**config.mk**
```make
export PLATFORM = sky130hd
export DESIGN_NAME = mhpq_cell
export DESIGN_NICKNAME = d
export VERILOG_FILES = /design/src/rtl/max_heap_priority_queue_unit_defines.svh /design/src/rtl/mhpq_pkg.sv /design/src/rtl/mhpq_cell.sv
export SDC_FILE = /design/constraint.sdc
export NUM_CORES = 1
export LEC_CHECK = 0
export BUFFER_PORTS_ARGS = -buffer_cell sky130_fd_sc_hd__buf_4
export CAP_MARGIN = 20
export CORE_AREA = 5 5 84 86
export DETAILED_ROUTE_END_ITERATION = 6
export DIE_AREA = 0 0 89 91
export GPL_TIMING_DRIVEN = 0
export PLACE_DENSITY = 0.76
export SLEW_MARGIN = 30
export SYNTH_ARGS = -nofsm -noshare
export SYNTH_HDL_FRONTEND = slang
export SYNTH_SLANG_ARGS = --single-unit
export TNS_END_PERCENT = 50
```
**constraint.sdc**
```tcl
create_clock -name clk -period 3 [get_ports clk]
set_input_delay 0 -clock clk [delete_from_list [all_inputs] [get_ports clk]]
set_output_delay 0 -clock clk [all_outputs]
set_load 0.02 [all_outputs]
```
**src/rtl/max_heap_priority_queue_unit_defines.svh**
```systemverilog
// Assertion macros for the priority queue RTL.
// Depends on clk and rst_n being visible in the including module.
`ifndef MAX_HEAP_PRIORITY_QUEUE_UNIT_DEFINES_SVH
`define MAX_HEAP_PRIORITY_QUEUE_UNIT_DEFINES_SVH

// Same-cycle implication, disabled in reset.
`define MHPQ_ASSERT_IMP(lbl, ante, cons, msg) \
  lbl: assert property (@(posedge clk) disable iff (!rst_n) (ante) |-> (cons)) \
    else $error(msg);

// Next-cycle implication, disabled in reset.
`define MHPQ_ASSERT_NXT(lbl, ante, cons, msg) \
  lbl: assert property (@(posedge clk) disable iff (!rst_n) (ante) |=> (cons)) \
    else $error(msg);

`endif

```
**src/rtl/mhpq_pkg.sv**
```systemverilog
// Shared constants, codes and types for the priority queue.
// No dependencies.
package mhpq_pkg;

  localparam int DEPTH = 64;
  localparam int KEY_W = 32;
  localparam int CNT_W = $clog2(DEPTH + 1);
  localparam int CAP_W = 7;
  localparam int CAP_RESET = 64;
  localparam int ADDR_W = 3;
  localparam int DATA_W = 32;

  // operation codes
  localparam logic [1:0] OP_INSERT  = 2'd0;
  localparam logic [1:0] OP_EXTRACT = 2'd1;
  localparam logic [1:0] OP_PEEK    = 2'd2;

  // status codes
  localparam logic [1:0] ST_OK    = 2'd0;
  localparam logic [1:0] ST_EMPTY = 2'd1;
  localparam logic [1:0] ST_FULL  = 2'd2;

  // register index of capacity_limit
  localparam logic REG_CAPACITY = 1'b0;

  // broadcast to every cell
  typedef struct packed {
    logic             ins;  // insert key, shift lower part down
    logic             ext;  // drop head, shift everything up
    logic [KEY_W-1:0] key;
  } cell_ctl_t;

endpackage

```
**src/rtl/mhpq_cell.sv**
```systemverilog
// One slot of the sorted key chain; keys descend from cell 0 onward.
// Depends on mhpq_pkg.
module mhpq_cell (
  input  logic                      clk,
  input  mhpq_pkg::cell_ctl_t       ctl,
  input  logic                      occupied,
  input  logic                      prev_ge,
  input  logic [mhpq_pkg::KEY_W-1:0] prev_key,
  input  logic [mhpq_pkg::KEY_W-1:0] next_key,
  output logic [mhpq_pkg::KEY_W-1:0] key_q,
  output logic                      ge
);

  logic [mhpq_pkg::KEY_W-1:0] key_r;
  logic [mhpq_pkg::KEY_W-1:0] key_nxt;

  // held key stays ahead of the new one (ties keep older in front)
  assign ge = occupied && (key_r >= ctl.key);

  always_comb begin
    key_nxt = key_r;
    if (ctl.ins) begin
      if (ge) begin
        key_nxt = key_r;
      end else if (prev_ge) begin
        key_nxt = ctl.key;
      end else begin
        key_nxt = prev_key;
      end
    end else if (ctl.ext) begin
      key_nxt = next_key;
    end
  end

  always_ff @(posedge clk) begin
    key_r <= key_nxt;
  end

  assign key_q = key_r;

endmodule

```
# After elaboration in Yosys (flattened, before gate mapping)
# Cells that the tools add are included.
# totals
register_bits	32
# classes
n_eq_ne	1
magnitude_cmp	1
n_reduce_logical	3
mux	4
# op_table
operator	n
$mux W32	4
$ge A32 B32 Y1	1
$ne A2 B2 Y1 const B	1
$reduce_and A2 Y1	1
$reduce_bool A2 Y1	1
$logic_and A1 B1 Y1	1

# Logic depth before layout (Yosys ltp)
# logic_depth
word_depth	4
ltp_mapped	7
mapped_depth_nobuf	7

# Worst setup path after synthesis
# No wires, ideal clock.
# synth_timing
path_type	register -> register
startpoint	register key_r (netlist bit key_q[0])
endpoint	register key_r (netlist bit key_q[0]), enable pin
path_stages_with_launch	8
slack_ns	-0.369
arrival_time_ns	2.944
t_required_ns	2.575
synth_period_minus_slack_ns	3.369
path_cell_list	edfxtp_1 > inv_1 > ha_1 > nand2b_1 > a2111oi_0 > or4b_1 > a31oi_1 > o21ai_1
# synth_between
elab_chain_cells	4
# synth_lines
item	line_no	text
start, declared	mhpq_cell.sv:14	logic [mhpq_pkg::KEY_W-1:0] key_r;
start signal, assigned	mhpq_cell.sv:36	key_r <= key_nxt;
$ge A32 B32 Y1	mhpq_cell.sv:18	assign ge = occupied && (key_r >= ctl.key);
$logic_and A1 B1 Y1	mhpq_cell.sv:18	
$ne A2 B2 Y1 (no line)	-	
$reduce_and A2 Y1 (no line)	-	
# Every way passes these cells.
# A chain may end at the register's enable or synchronous reset.

# Final worst setup path
# layout_timing
startpoint	register key_r (netlist bit key_q[21])
endpoint	register key_r (netlist bit key_q[9]), enable pin
# Same word-level chain as after synthesis.

==> flow_summary.json <==
{
  "start_util": 0.392,
  "regToRegEndpoint": "key_q[9]$_DFFE_PP_",
  "vias_per_cell": 4.91,
  "synthesis.area_um2": 2430,
  "crit_required_ns": 2.99,
  "antenna_left": 0,
  "worstHoldEndpoint": "key_q[0]$_DFFE_PP_",
  "slew_headroom": 0.569,
  "layout_commonest_cell": "buf_4",
  "synth_nets": 390,
  "yosys_warnings": 0,
  "cts_root_buf": "clkbuf_8",
  "cts-resized-gates": 0,
  "reg2reg_depth": 7,
  "regToRegSetupSlack_ns": 0.31,
  "min_from": "next_key[0]",
  "finalSetupViolCount": 0,
  "drtIter0Drc": 45,
  "post-route-min-period_ns": 2.69,
  "final.setup_skew_ns": 0.00629,
  "path_buf_inv": 1,
  "cts_max_path_buffers": 2,
  "hold_buffers": 0,
  "yosysSeqAreaShare": 0.395,
  "antenna_found_initial": 0,
  "areaGrowthSynthToFinish_pct": 49.3,
  "use_met3": 0.0371,
  "cpMaxStageDelayCell": "o21ai_4",
  "fp.dieH_um": 91,
  "num_antenna_cells": 0,
  "hold_viol": 0,
  "tritoncts": "done",
  "max_cap_viol_count": 0,
  "critical_path.cell_chain": "ha_1, a21oi_1, o21ai_0, a221oi_1, nand4_1, o21ai_4, buf_16",
  "hold_depth": 3,
  "cp.arrival_ns": 2.68,
  "drive_gt1_frac": 0.358,
  "avgSynthCellArea_um2": 9.46,
  "seq_area_um2": 961,
  "largest_reg_flops": 32,
  "std_cell_rows": 29,
  "r2r-start": "key_q[21]$_DFFE_PP_",
  "yosys_most_used_dff": "edfxtp_1",
  "cp-start-kind": "flop",
  "grt_use_met2": 0.322,
  "drt_first_pass_iters": 4,
  "cpLargestDelayFamily": "compound AO/OA/AOI/OAI gates",
  "grt_most_used_layer": "met2",
  "clkLatencyLatePin_ns": 0.28,
  "core_um2": 6200,
  "fillers": 553,
  "max_freq_mhz": 372,
  "nets": 529,
  "grt_first_pass_wirelength_um": 11400,
  "synthDistinctLibCells": 24,
  "clk_pin_slew_ns": 0.07,
  "period_share": 0.896,
  "drcViolationCount": 0,
  "outcome": "completed",
  "tightest_slew_ns": 0.645,
  "grtUsageTotal": 0.180,
  "num_vias": 2325,
  "htree_levels": 2,
  "hpwl_um": 6040,
  "hp-class": "input pin to flop",
  "power_mw": 1.43,
  "grt_util_met1": 0.209,
  "syn_inst": 257,
  "rsz0062_at_grt": "no",
  "routed_wl_um": 7230,
  "overflow": 0,
  "ios": 134,
  "layout_common_cells": "buf_4 (131), a21oi_1 (45), nor2_1 (34)",
  "grt_pass1_vias": 2465,
  "async_reset_ff_frac": 0,
  "synth-edff-count": 32,
  "power_per_cell_area_nw_per_um2": 394,
  "slew_viol_final": 0,
  "cts_setup_buffers": 0,
  "synth-seq-cells": 32,
  "vdd_drop_max_v": 0.000221,
  "cp_max_fo": 17,
  "fin_setup_tns_ns": 0,
  "cts.sinks": 32,
  "die_area_um2": 8100,
  "leakagePower_nw": 1.82,
  "wl_per_cell_um": 15.2,
  "grt_max_degree": 18,
  "numCtsBuffers": 5,
  "gp_congestion": 0.888,
  "cp_slowest_stage_delay_ns": 0.57,
  "end_kind": "flop",
  "path_class": "flop to flop",
  "die_w_um": 89,
  "portBuffers": 131,
  "multi_input_area_um2": 1310
}
==> per-stage QoR <==
| step | std cells | utilization | setup slack [ns] | instance area [um2] | hold WS, ns |
|---|---|---|---|---|---|
| global route | 474 | 0.585 | 0.118 | 3630 | 0.0433 |
| detailed placement | 466 | 0.572 | 0.278 | 3550 | 0.326 |
| finish | 474 | 0.585 | 0.312 | 3630 | 0.0359 |
| floorplan | 257 | - | 0.215 | 2430 | 0.150 |
| global placement | 465 | 0.566 | -0.318 | 3510 | 0.319 |
| CTS | 474 | 0.585 | 0.260 | 3630 | 0.0265 |
==> area by class of cell <==
cell class	instances	area share
clock buffer	7	0.0210
clock inverter	1	0.00103
buffer	11	0.0124
multi-input combinational	181	0.362
inverter	33	0.0341
timing repair buffer	132	0.279
sequential	32	0.265
tap	77	0.0265
==> logic make-up after synthesis <==
logic type	after synthesis	synth area share
multiplexers	33	0.136
buffers and inverters	44	0.0695
adder cells (fa/ha/maj)	32	0.165
flip-flops	32	0.395
AND/OR/NAND/NOR	59	0.109
AO/OA/AOI/OAI	57	0.126
==> cell usage after synthesis (2+ instances only) <==
cell       n  area, um2
mux2i_1   33        330
a21oi_1   45        225
o21ai_0    4       20.0
o21a_1     3       22.5
buf_2      3       15.0
edfxtp_1  32        961
nand2b_1   2       12.5
nand4_1    7       43.8
inv_1     33        124
nand3_1    3       15.0
nand2_1    9       33.8
clkbuf_1   7       26.3
nor2_1    34        128
ha_1      32        400
==> routing by layer <==
layer | share of wire | up-vias
met1 | 0.39 | 1046
met5 | 0 | -
met2 | 0.52 | 77
met4 | 0.019 | 0
met3 | 0.074 | 11
li1 | - | 1191
==> report_power, final <==
part	leakage (nW)	switching (mW)	internal, mW
Clock	0.0399	0.158	0.162
Combinational	1.46	0.265	0.256
Sequential	0.314	0.0277	0.561
Total	1.82	0.451	0.979
==> worst register-to-register path: cells and delay by family (launching register included) <==
kind / cells / cell delay, ns
compound gates: 4 / 1.24
fa+ha+maj: 1 / 0.32
buf+inv: 1 / 0.23
flops: 1 / 0.40
simple gates: 1 / 0.20
==> worst max-delay path by stage <==
stage,cells past startpoint,endpoint,from
floorplan,7,key_q[0]$_DFFE_PP_,key_q[0]$_DFFE_PP_
global placement,7,key_q[14]$_DFFE_PP_,key_q[0]$_DFFE_PP_
detailed placement,8,key_q[12]$_DFFE_PP_,key_q[0]$_DFFE_PP_
CTS,8,key_q[9]$_DFFE_PP_,key_q[0]$_DFFE_PP_
global route,7,key_q[9]$_DFFE_PP_,key_q[23]$_DFFE_PP_
finish,7,key_q[9]$_DFFE_PP_,key_q[21]$_DFFE_PP_
(Power assumes the default switching activity.)
